**src/design/scm_pkg.sv**
```systemverilog
// ----------------------------------------------------------------------------
// Span mask collision package
// Shared types and constants for the two-sprite span collision test.
// ----------------------------------------------------------------------------
package scm_pkg;

  // Default table depth: rows and columns per sprite.
  localparam int MAX_EXTENT_DEF = 64;

  // Field widths of one stored span.
  localparam int START_W = 6;
  localparam int STOP_W  = 7;
  localparam int INDEX_W = 6;
  localparam int OFS_W   = 8;

  // Request operation codes.
  typedef enum logic {
    OP_WRITE = 1'b0,
    OP_QUERY = 1'b1
  } op_e;

  // Write target selectors.
  localparam logic SEL_FIRST  = 1'b0;
  localparam logic SEL_SECOND = 1'b1;
  localparam logic AXIS_ROW   = 1'b0;
  localparam logic AXIS_COL   = 1'b1;

  // One optional half-open span [start, stop).
  typedef struct packed {
    logic               present;
    logic [START_W-1:0] start;
    logic [STOP_W-1:0]  stop;
  } span_t;

endpackage

```
**src/design/scm_if.sv**
```systemverilog
// ----------------------------------------------------------------------------
// Span mask collision channels
// Request and response channels with valid/ready handshakes.
// ----------------------------------------------------------------------------
interface scm_req_if;
  logic                          valid;
  logic                          ready;
  logic                          op;
  logic                          mask_sel;
  logic                          axis;
  logic [scm_pkg::INDEX_W-1:0]   entry_index;
  logic                          span_present;
  logic [scm_pkg::START_W-1:0]   span_start;
  logic [scm_pkg::STOP_W-1:0]    span_stop;
  logic signed [scm_pkg::OFS_W-1:0] offset_x;
  logic signed [scm_pkg::OFS_W-1:0] offset_y;

  modport source (
    output valid, op, mask_sel, axis, entry_index, span_present, span_start,
           span_stop, offset_x, offset_y,
    input  ready
  );
  modport sink (
    input  valid, op, mask_sel, axis, entry_index, span_present, span_start,
           span_stop, offset_x, offset_y,
    output ready
  );
endinterface

interface scm_rsp_if;
  logic valid;
  logic ready;
  logic hit;

  modport source (output valid, hit, input ready);
  modport sink (input valid, hit, output ready);
endinterface

```
**src/design/scm_span_mem.sv**
```systemverilog
// ----------------------------------------------------------------------------
// Span table memory
// One write port and one read port with registered read data.
// ----------------------------------------------------------------------------
module scm_span_mem #(
  parameter int DEPTH = scm_pkg::MAX_EXTENT_DEF
) (
  input  logic                     clk_i,
  input  logic                     we_i,
  input  logic [$clog2(DEPTH)-1:0] waddr_i,
  input  scm_pkg::span_t           wdata_i,
  input  logic [$clog2(DEPTH)-1:0] raddr_i,
  output scm_pkg::span_t           rdata_o
);

  scm_pkg::span_t mem_q [DEPTH];
  scm_pkg::span_t rdata_q;

  // Write port.
  always_ff @(posedge clk_i) begin
    if (we_i) begin
      mem_q[waddr_i] <= wdata_i;
    end
  end

  // Registered read port.
  always_ff @(posedge clk_i) begin
    rdata_q <= mem_q[raddr_i];
  end

  assign rdata_o = rdata_q;

endmodule

```
**src/design/scm_overlap_unit.sv**
```systemverilog
// ----------------------------------------------------------------------------
// Span overlap unit
// Shifts one span, tests it against another and accumulates any overlap.
// ----------------------------------------------------------------------------
module scm_overlap_unit (
  input  logic                             clk_i,
  input  logic                             rst_ni,
  input  logic                             clr_i,
  input  logic                             en_i,
  input  scm_pkg::span_t                   a_i,
  input  scm_pkg::span_t                   b_i,
  input  logic signed [scm_pkg::OFS_W-1:0] shift_i,
  output logic                             hit_o
);

  localparam int CW = 10;

  logic signed [CW-1:0] s1, e1, s2, e2;
  logic                 ovl;
  logic                 acc_q, acc_d;

  // Place both spans on a common signed axis; b is moved by the shift.
  assign s1 = $signed(CW'(a_i.start));
  assign e1 = $signed(CW'(a_i.stop));
  assign s2 = $signed(CW'(b_i.start)) + CW'(shift_i);
  assign e2 = $signed(CW'(b_i.stop)) + CW'(shift_i);

  // Literal half-open overlap test; an absent span never overlaps.
  assign ovl = a_i.present && b_i.present &&
               (((s1 <= s2) && (s2 < e1)) || ((s2 <= s1) && (s1 < e2)));

  // The result includes the pair presented in this cycle.
  assign hit_o = acc_q | (en_i & ovl);
  assign acc_d = clr_i ? 1'b0 : hit_o;

  always_ff @(posedge clk_i or negedge rst_ni) begin
    if (!rst_ni) begin
      acc_q <= 1'b0;
    end else begin
      acc_q <= acc_d;
    end
  end

endmodule

```
**src/design/span_mask_collision_test_top.sv**
```systemverilog
// ----------------------------------------------------------------------------
// Span mask collision test
// Two-sprite collision test over per-row and per-column span tables.
// ----------------------------------------------------------------------------
// Write request: accepted while idle, produces no response. Query request: the
// response is set by one row pass and one column pass through the shared overlap
// unit at one table pair per cycle, each pass closed by a closing state. Ready
// returns in the cycle the response appears; a response not yet taken by then holds
// the block in its last cycle. After reset a clearing pass over all MAX_EXTENT
// entries empties all tables; requests wait until it ends.
module span_mask_collision_test_top #(
  parameter int MAX_EXTENT = scm_pkg::MAX_EXTENT_DEF
) (
  input  logic      clk_i,
  input  logic      rst_ni,
  scm_req_if.sink   req_i,
  scm_rsp_if.source rsp_o
);

  localparam int IDX_W = $clog2(MAX_EXTENT);
  localparam int EW    = ((IDX_W > scm_pkg::INDEX_W) ? IDX_W : scm_pkg::INDEX_W) + 1;
  localparam int JW    = ((IDX_W > scm_pkg::OFS_W) ? IDX_W : scm_pkg::OFS_W) + 2;
  localparam logic [IDX_W-1:0] LAST_IDX = IDX_W'(MAX_EXTENT - 1);

  typedef enum logic [2:0] {
    ST_CLEAR,
    ST_IDLE,
    ST_ROW,
    ST_ROW_END,
    ST_COL,
    ST_COL_END
  } state_e;

  state_e                            state_q, state_d;
  logic [IDX_W-1:0]                  cnt_q, cnt_d;
  logic signed [scm_pkg::OFS_W-1:0]  ox_q, ox_d, oy_q, oy_d;
  logic                              rd_valid_q, rd_valid_d;
  logic                              row_hit_q, row_hit_d;
  logic                              hit_q, hit_d;
  logic                              out_valid_q, out_valid_d;

  logic                              req_acc;
  logic                              wr_in_range;
  logic [EW-1:0]                     idx_ext;
  logic                              issuing;
  logic                              col_issue;
  logic                              col_data;
  logic signed [scm_pkg::OFS_W-1:0]  shift_idx;
  logic signed [scm_pkg::OFS_W-1:0]  shift_pos;
  logic signed [JW-1:0]              j;
  logic                              j_in;
  logic [IDX_W-1:0]                  b_addr;
  logic [IDX_W-1:0]                  waddr;
  scm_pkg::span_t                    wdata;
  logic [3:0]                        we;
  scm_pkg::span_t                    rdata [4];
  scm_pkg::span_t                    span_a, span_b;
  logic                              unit_clr;
  logic                              unit_hit;
  logic                              slot_free;

  // Handshakes.
  assign req_i.ready = (state_q == ST_IDLE);
  assign req_acc     = req_i.valid && req_i.ready;
  assign rsp_o.valid = out_valid_q;
  assign rsp_o.hit   = hit_q;
  assign slot_free   = !out_valid_q || rsp_o.ready;

  // Write decode: entries beyond the table are dropped.
  assign idx_ext     = EW'(req_i.entry_index);
  assign wr_in_range = idx_ext < EW'(MAX_EXTENT);
  assign waddr       = (state_q == ST_CLEAR) ? cnt_q : idx_ext[IDX_W-1:0];
  assign wdata       = (state_q == ST_CLEAR) ? '0 :
                       scm_pkg::span_t'{present: req_i.span_present,
                                        start:   req_i.span_start,
                                        stop:    req_i.span_stop};

  always_comb begin
    for (int k = 0; k < 4; k++) begin
      we[k] = (state_q == ST_CLEAR) ||
              (req_acc && (req_i.op == scm_pkg::OP_WRITE) && wr_in_range &&
               ({req_i.mask_sel, req_i.axis} == 2'(k)));
    end
  end

  // Pair index for sprite two: r minus the offset along the walked axis.
  assign issuing   = (state_q == ST_ROW) || (state_q == ST_COL);
  assign col_issue = (state_q == ST_COL);
  assign shift_idx = col_issue ? ox_q : oy_q;
  assign j         = $signed(JW'(cnt_q)) - JW'(shift_idx);
  assign j_in      = (j >= 0) && (j < $signed(JW'(MAX_EXTENT)));
  assign b_addr    = j[IDX_W-1:0];

  // Span tables: index {mask_sel, axis}.
  for (genvar k = 0; k < 4; k++) begin : g_tab
    scm_span_mem #(
      .DEPTH (MAX_EXTENT)
    ) u_mem (
      .clk_i   (clk_i),
      .we_i    (we[k]),
      .waddr_i (waddr),
      .wdata_i (wdata),
      .raddr_i ((k >= 2) ? b_addr : cnt_q),
      .rdata_o (rdata[k])
    );
  end

  // Read data arrives in the cycle after issue; select the axis being tested.
  assign col_data  = (state_q == ST_COL) || (state_q == ST_COL_END);
  assign span_a    = col_data ? rdata[1] : rdata[0];
  assign span_b    = col_data ? rdata[3] : rdata[2];
  assign shift_pos = col_data ? oy_q : ox_q;
  assign unit_clr  = (state_q == ST_IDLE) || (state_q == ST_ROW_END);

  scm_overlap_unit u_ovl (
    .clk_i   (clk_i),
    .rst_ni  (rst_ni),
    .clr_i   (unit_clr),
    .en_i    (rd_valid_q),
    .a_i     (span_a),
    .b_i     (span_b),
    .shift_i (shift_pos),
    .hit_o   (unit_hit)
  );

  // Sequencer next state.
  always_comb begin
    state_d     = state_q;
    cnt_d       = cnt_q;
    ox_d        = ox_q;
    oy_d        = oy_q;
    rd_valid_d  = issuing && j_in;
    row_hit_d   = row_hit_q;
    hit_d       = hit_q;
    out_valid_d = out_valid_q && !rsp_o.ready;

    unique case (state_q)
      ST_CLEAR: begin
        cnt_d = cnt_q + 1'b1;
        if (cnt_q == LAST_IDX) begin
          cnt_d   = '0;
          state_d = ST_IDLE;
        end
      end
      ST_IDLE: begin
        if (req_acc && (req_i.op == scm_pkg::OP_QUERY)) begin
          ox_d    = req_i.offset_x;
          oy_d    = req_i.offset_y;
          cnt_d   = '0;
          state_d = ST_ROW;
        end
      end
      ST_ROW: begin
        cnt_d = cnt_q + 1'b1;
        if (cnt_q == LAST_IDX) begin
          cnt_d   = '0;
          state_d = ST_ROW_END;
        end
      end
      ST_ROW_END: begin
        row_hit_d = unit_hit;
        state_d   = ST_COL;
      end
      ST_COL: begin
        cnt_d = cnt_q + 1'b1;
        if (cnt_q == LAST_IDX) begin
          cnt_d   = '0;
          state_d = ST_COL_END;
        end
      end
      ST_COL_END: begin
        // Hold until the response register is free.
        if (slot_free) begin
          hit_d       = row_hit_q && unit_hit;
          out_valid_d = 1'b1;
          state_d     = ST_IDLE;
        end
      end
      default: begin
        state_d = ST_IDLE;
      end
    endcase
  end

  // State and registered outputs.
  always_ff @(posedge clk_i or negedge rst_ni) begin
    if (!rst_ni) begin
      state_q     <= ST_CLEAR;
      cnt_q       <= '0;
      rd_valid_q  <= 1'b0;
      out_valid_q <= 1'b0;
      row_hit_q   <= 1'b0;
      hit_q       <= 1'b0;
      ox_q        <= '0;
      oy_q        <= '0;
    end else begin
      state_q     <= state_d;
      cnt_q       <= cnt_d;
      rd_valid_q  <= rd_valid_d;
      out_valid_q <= out_valid_d;
      row_hit_q   <= row_hit_d;
      hit_q       <= hit_d;
      ox_q        <= ox_d;
      oy_q        <= oy_d;
    end
  end

  // A response appears only at the end of a column pass.
  a_rsp_from_col_end: assert property (@(posedge clk_i) disable iff (!rst_ni)
    $rose(out_valid_q) |-> $past(state_q == ST_COL_END))
    else $error("response raised outside the end of a query");

  // An accepted query starts the row pass next cycle.
  a_query_starts_rows: assert property (@(posedge clk_i) disable iff (!rst_ni)
    (req_acc && (req_i.op == scm_pkg::OP_QUERY)) |=> (state_q == ST_ROW))
    else $error("accepted query did not start the row pass");

  // Table reads only complete during a pass or its closing cycle.
  a_read_in_pass: assert property (@(posedge clk_i) disable iff (!rst_ni)
    rd_valid_q |-> ((state_q == ST_ROW) || (state_q == ST_ROW_END) ||
                    (state_q == ST_COL) || (state_q == ST_COL_END)))
    else $error("read data valid outside a query pass");

  // Item writes never collide with the clearing pass.
  a_no_write_while_clear: assert property (@(posedge clk_i) disable iff (!rst_ni)
    (state_q == ST_CLEAR) |-> !req_acc)
    else $error("request accepted during the clearing pass");

endmodule
```
**src/flat_wrapper.sv**
```systemverilog
// flat-port wrapper written by rule: the top's interface ports become plain ports
module span_mask_collision_test_top_flat 
#(
  parameter int MAX_EXTENT = scm_pkg::MAX_EXTENT_DEF
)
  (clk_i, rst_ni, req_i_valid, req_i_op, req_i_mask_sel, req_i_axis, req_i_entry_index, req_i_span_present, req_i_span_start, req_i_span_stop, req_i_offset_x, req_i_offset_y, req_i_ready, rsp_o_valid, rsp_o_hit, rsp_o_ready);
  scm_req_if req_i_i ();
  scm_rsp_if rsp_o_i ();
  input  logic clk_i;
  input  logic rst_ni;
  input wire logic [$bits(req_i_i.valid)-1:0] req_i_valid;
  input wire logic [$bits(req_i_i.op)-1:0] req_i_op;
  input wire logic [$bits(req_i_i.mask_sel)-1:0] req_i_mask_sel;
  input wire logic [$bits(req_i_i.axis)-1:0] req_i_axis;
  input wire logic [$bits(req_i_i.entry_index)-1:0] req_i_entry_index;
  input wire logic [$bits(req_i_i.span_present)-1:0] req_i_span_present;
  input wire logic [$bits(req_i_i.span_start)-1:0] req_i_span_start;
  input wire logic [$bits(req_i_i.span_stop)-1:0] req_i_span_stop;
  input wire logic [$bits(req_i_i.offset_x)-1:0] req_i_offset_x;
  input wire logic [$bits(req_i_i.offset_y)-1:0] req_i_offset_y;
  output wire logic [$bits(req_i_i.ready)-1:0] req_i_ready;
  output wire logic [$bits(rsp_o_i.valid)-1:0] rsp_o_valid;
  output wire logic [$bits(rsp_o_i.hit)-1:0] rsp_o_hit;
  input wire logic [$bits(rsp_o_i.ready)-1:0] rsp_o_ready;
  assign req_i_i.valid = req_i_valid;
  assign req_i_i.op = req_i_op;
  assign req_i_i.mask_sel = req_i_mask_sel;
  assign req_i_i.axis = req_i_axis;
  assign req_i_i.entry_index = req_i_entry_index;
  assign req_i_i.span_present = req_i_span_present;
  assign req_i_i.span_start = req_i_span_start;
  assign req_i_i.span_stop = req_i_span_stop;
  assign req_i_i.offset_x = req_i_offset_x;
  assign req_i_i.offset_y = req_i_offset_y;
  assign req_i_ready = req_i_i.ready;
  assign rsp_o_valid = rsp_o_i.valid;
  assign rsp_o_hit = rsp_o_i.hit;
  assign rsp_o_i.ready = rsp_o_ready;
  span_mask_collision_test_top #(.MAX_EXTENT(MAX_EXTENT)) u_core (.clk_i(clk_i), .rst_ni(rst_ni), .req_i(req_i_i), .rsp_o(rsp_o_i));
endmodule
```
**config.mk**
```make
export PLATFORM = sky130hd
export DESIGN_NAME = span_mask_collision_test_top_flat
export DESIGN_NICKNAME = d
export VERILOG_FILES = /design/src/design/scm_pkg.sv /design/src/design/scm_if.sv /design/src/design/scm_span_mem.sv /design/src/design/scm_overlap_unit.sv /design/src/design/span_mask_collision_test_top.sv /design/src/flat_wrapper.sv
export SDC_FILE = /design/constraint.sdc
export NUM_CORES = 2
export LEC_CHECK = 0
export ABC_AREA = 0
export BUFFER_PORTS_ARGS = -buffer_cell sky130_fd_sc_hd__clkbuf_2
export CORE_UTILIZATION = 45
export DETAILED_ROUTE_END_ITERATION = 10
export PLACE_DENSITY_LB_ADDON = 0.08
export SETUP_SLACK_MARGIN = 0.15
export SYNTH_ARGS = -nofsm -noshare
export SYNTH_HDL_FRONTEND = slang
export SYNTH_HIERARCHICAL = 1
export SYNTH_SLANG_ARGS = --single-unit
```
**constraint.sdc**
```tcl
create_clock -name clk_i -period 10.9 [get_ports clk_i]
set_clock_uncertainty 0.15 [all_clocks]
set_input_delay 2.18 -clock clk_i [delete_from_list [all_inputs] [get_ports clk_i]]
set_output_delay 2.18 -clock clk_i [all_outputs]
set_load 0.005 [all_outputs]
```
==> flow_summary.yaml <==
timing:
  final-setup-viol-count: 0
  period_share_pct: 57.4
  final_hold_viol_count: 0
  slew_headroom_pct: 16.4
  slew_violations: 0
  fin_crit_ps: 6250
  fmax_ghz: 0.160
  rsz0062_at_grt: "no"
  worst_pin_slew_ps: 1250
  finalSetupTns_ps: 0
yosys:
  synth-compound-area-share_pct: 2.83
  synthFlopType: "edfxtp_1"
  async_flop_share_pct: 0.817
  synth_warnings: 6
  netlist_instances: 6732
  netlist.area_leader.share_pct: 75.2
  syn_nets: 6814
  yosysSeqAreaShare_pct: 76.5
  synth_top_family_by_area: "multiplexers"
  ys_ff_latch: 3670
  synth_xor_area_share_pct: 0.0734
  syn_area_sq_um: 143000
  synth_top_area_cell: "edfxtp_1"
  synth-simple-area-share_pct: 3.04
  yosys.area_share.adder_pct: 0.357
  post-synth-top-count-cell: "edfxtp_1"
  yosys-top-cells-count: "3584 x edfxtp_1, 896 x mux4_2, 358 x nor2_1, 263 x nand2_1, 120 x buf_2"
  synth-edff-count: 3584
  synth.area.top_cells: "edfxtp_1 75%, mux4_2 14%, nor2_1 0.94%"
  synth_cell_types: 81
  syn_area_per_cell_sq_um: 21.3
  synth.area.mux_share_pct: 15.6
final_layout:
  drive_gt1_share_pct: 27.2
  nFillCells: 24900
  area_growth_pct: 12.6
  final_nets: 7127
global_routing:
  antenna_found_initial: 8
  gr-total-overflow: 0
  grt_pass1_wl_um: 529000
  grt_pass1_vias: 69900
  grt_max_degree: 184
  grt_use_total_pct: 22.9
worst_setup_path:
  critical_path_class: "reg2reg"
  crit_path_frequent_cell: "buf_4"
  path_cells: "nand2b_4, nor2_8, mux2_2, ha_1, fa_1, nor2b_1, o21ai_0, a21oi_4, buf_4, buf_4, nand2_1, o22ai_1, o21ai_1, o211ai_1, o31ai_1"
  r2r_slack_ps: 4650
  critPathMaxFanout: 39
  cp.arrival_ps: 6900
  cpPeakStageDelay_ps: 640
  crit_path_end_kind: "register"
  worst_ep_required_time_ps: 11550
  crit_slowest_cell: "nand2_1"
  r2r_cells: 15
  startpoint_type: "register"
  r2r_end: "u_core/g_tab[3].u_mem/rdata_o[12]"
  r2r_start: "u_core/state_q[1]"
  cp-startpoint: "u_core/state_q[1]"
clock_network:
  cts.htree.levels: 5
  clkTransAtPathRegs_ps: 60
  cts_tree: "done"
  holdBufCountCts: 0
  cts_setup_buffers: 0
  root_buffer: "clkbuf_16"
  clock_latency_ps: 930
  cts_buffers: 387
  cts_sinks: 3670
  cts_resized: 0
  clk_path_buf_depth: 4
worst_hold_path:
  min_path_type: "reg2reg"
  holdPathStages: 1
  holdPathEnd: "u_core/row_hit_q"
  timing.hold.worst.start: "u_core/row_hit_q"
drt:
  first_pass_iters: 6
  vias_per_cell: 5.97
  routedWlPerCell_um: 32.1
  vias: 68800
  drc: 0
  initialDrtViolationCount: 6733
  routed_wl_um: 370000
  ant_nets: 0
place:
  gp_congestion: 0.823
  hpwlAfterDp_um: 214000
  io_buffers: 45
floorplanning:
  core_area_sq_um: 316000
  rows: 206
  num_io_pins: 46
  die_h_um: 566
  die_w_um: 566
  dieArea_sq_um: 320000
  start_util_pct: 45.3
status:
  status: "complete, no violations"
run:
  cap_violations: 0
-- state kept, by name, summed over array words and instances, names as in the netlist --
signal,count
u_core/row_hit_q,1
u_core/rd_valid_q,1
u_core/state_q,3
u_core/rsp_o.hit,1
u_core/cnt_q,6
u_core/u_ovl/acc_q,1
u_core/g_tab.u_mem/mem_q,3584
u_core/g_tab.u_mem/rdata_o,56
u_core/oy_q,8
u_core/ox_q,8
u_core/rsp_o.valid,1
-- cells by family (layout without fill, tap and decap cells) --
kind of cell / after synthesis / in the layout
multiplexers: 1087 / 1087
flip-flops: 3670 / 3670
buffers and inverters: 402 / 1030
AO/OA/AOI/OAI: 586 / 586
other: 0 / 4
XOR/XNOR: 12 / 12
AND/OR/NAND/NOR: 936 / 936
adder cells (fa/ha/maj): 39 / 39
-- cell type report --
type	count	area (sq um)	share of cell area [%]
Antenna cell	4	10.0	0.00621
Tap cell	4160	5200	3.23
Sequential cell	3670	110000	68.0
Timing Repair Buffer	298	2370	1.47
Clock inverter	229	2010	1.25
Inverter	28	120	0.0745
Multi-Input combinational cell	2660	31700	19.7
Clock buffer	475	10200	6.31
-- worst max path at each step --
stage          slack (ps)                                 to  cells past startpoint
5_1_grt              4360  u_core/g_tab[3].u_mem/rdata_o[11]                     14
4_1_cts              4690   u_core/g_tab[3].u_mem/rdata_o[8]                     14
2_1_floorplan         970  u_core/g_tab[0].u_mem/mem_q[0][0]                      1
3_5_place_dp         4710   u_core/g_tab[3].u_mem/rdata_o[8]                     14
3_3_place_gp         4920  u_core/g_tab[3].u_mem/rdata_o[11]                     15
6_report             4650  u_core/g_tab[3].u_mem/rdata_o[12]                     15
-- cell usage in the layout (no fill, tap or decap), drive strengths merged, types with 6 or more instances in the layout --
cell / synthesis / layout
a211oi: 86 / 86
a21o: 12 / 12
a21oi: 76 / 76
a221o: 12 / 12
a22o: 13 / 13
a311oi: 33 / 33
a31oi: 33 / 33
and3: 6 / 6
buf: 256 / 253
bufinv: 0 / 31
clkbuf: 118 / 520
clkinv: 0 / 178
clkinvlp: 0 / 13
dfrtp: 30 / 30
dfxtp: 56 / 56
edfxtp: 3584 / 3584
ha: 36 / 36
inv: 28 / 35
mux2: 101 / 101
mux2i: 90 / 90
mux4: 896 / 896
nand2: 263 / 263
nand2b: 87 / 87
nand3: 26 / 26
nand3b: 8 / 8
nand4: 20 / 20
nor2: 360 / 360
nor2b: 97 / 97
nor3: 34 / 34
o211ai: 9 / 9
o21ai: 122 / 122
o221ai: 69 / 69
o22ai: 52 / 52
o31ai: 44 / 44
or2: 7 / 7
or3: 7 / 7
xnor2: 10 / 10
-- stage by stage --
| stage | util, % | setup slack, ps | cells | area, sq um | hold slack, ps |
|---|---|---|---|---|---|
| floorplan | - | 966 | 6732 | 143000 | 320 |
| global placement | 47.2 | 4920 | 10800 | 149000 | 343 |
| detailed placement | 47.2 | 4710 | 10800 | 149000 | 362 |
| CTS | 51.0 | 4690 | 11500 | 161000 | 386 |
| global route | 51.0 | 4360 | 11500 | 161000 | 416 |
| finish | 51.0 | 4650 | 11500 | 161000 | 379 |
-- worst max-delay path: cells and delay by family, from the launching register on --
family	cells	cell delay [ps]
AO/OA/AOI/OAI	6	1540
adder cells (fa/ha/maj)	2	690
buffers and inverters	2	1100
flip-flops	1	570
multiplexers	1	370
AND/OR/NAND/NOR	4	1560
-- metal layers --
metal / wire length (um) / vias to the layer above / share of wire, % / GRT usage, %
met5: 0 / - / 0 / 0
met4: 10400 / 0 / 2.8 / 6.48
met3: 19500 / 451 / 5.3 / 2.95
met2: 178000 / 2098 / 48 / 36.7
met1: 161000 / 37500 / 44 / 33.3
li1: - / 28700 / - / -
Power is left out: the tool's default activity adds up to more than one toggle a clock period on the data nets, which glitch-free logic cannot reach.
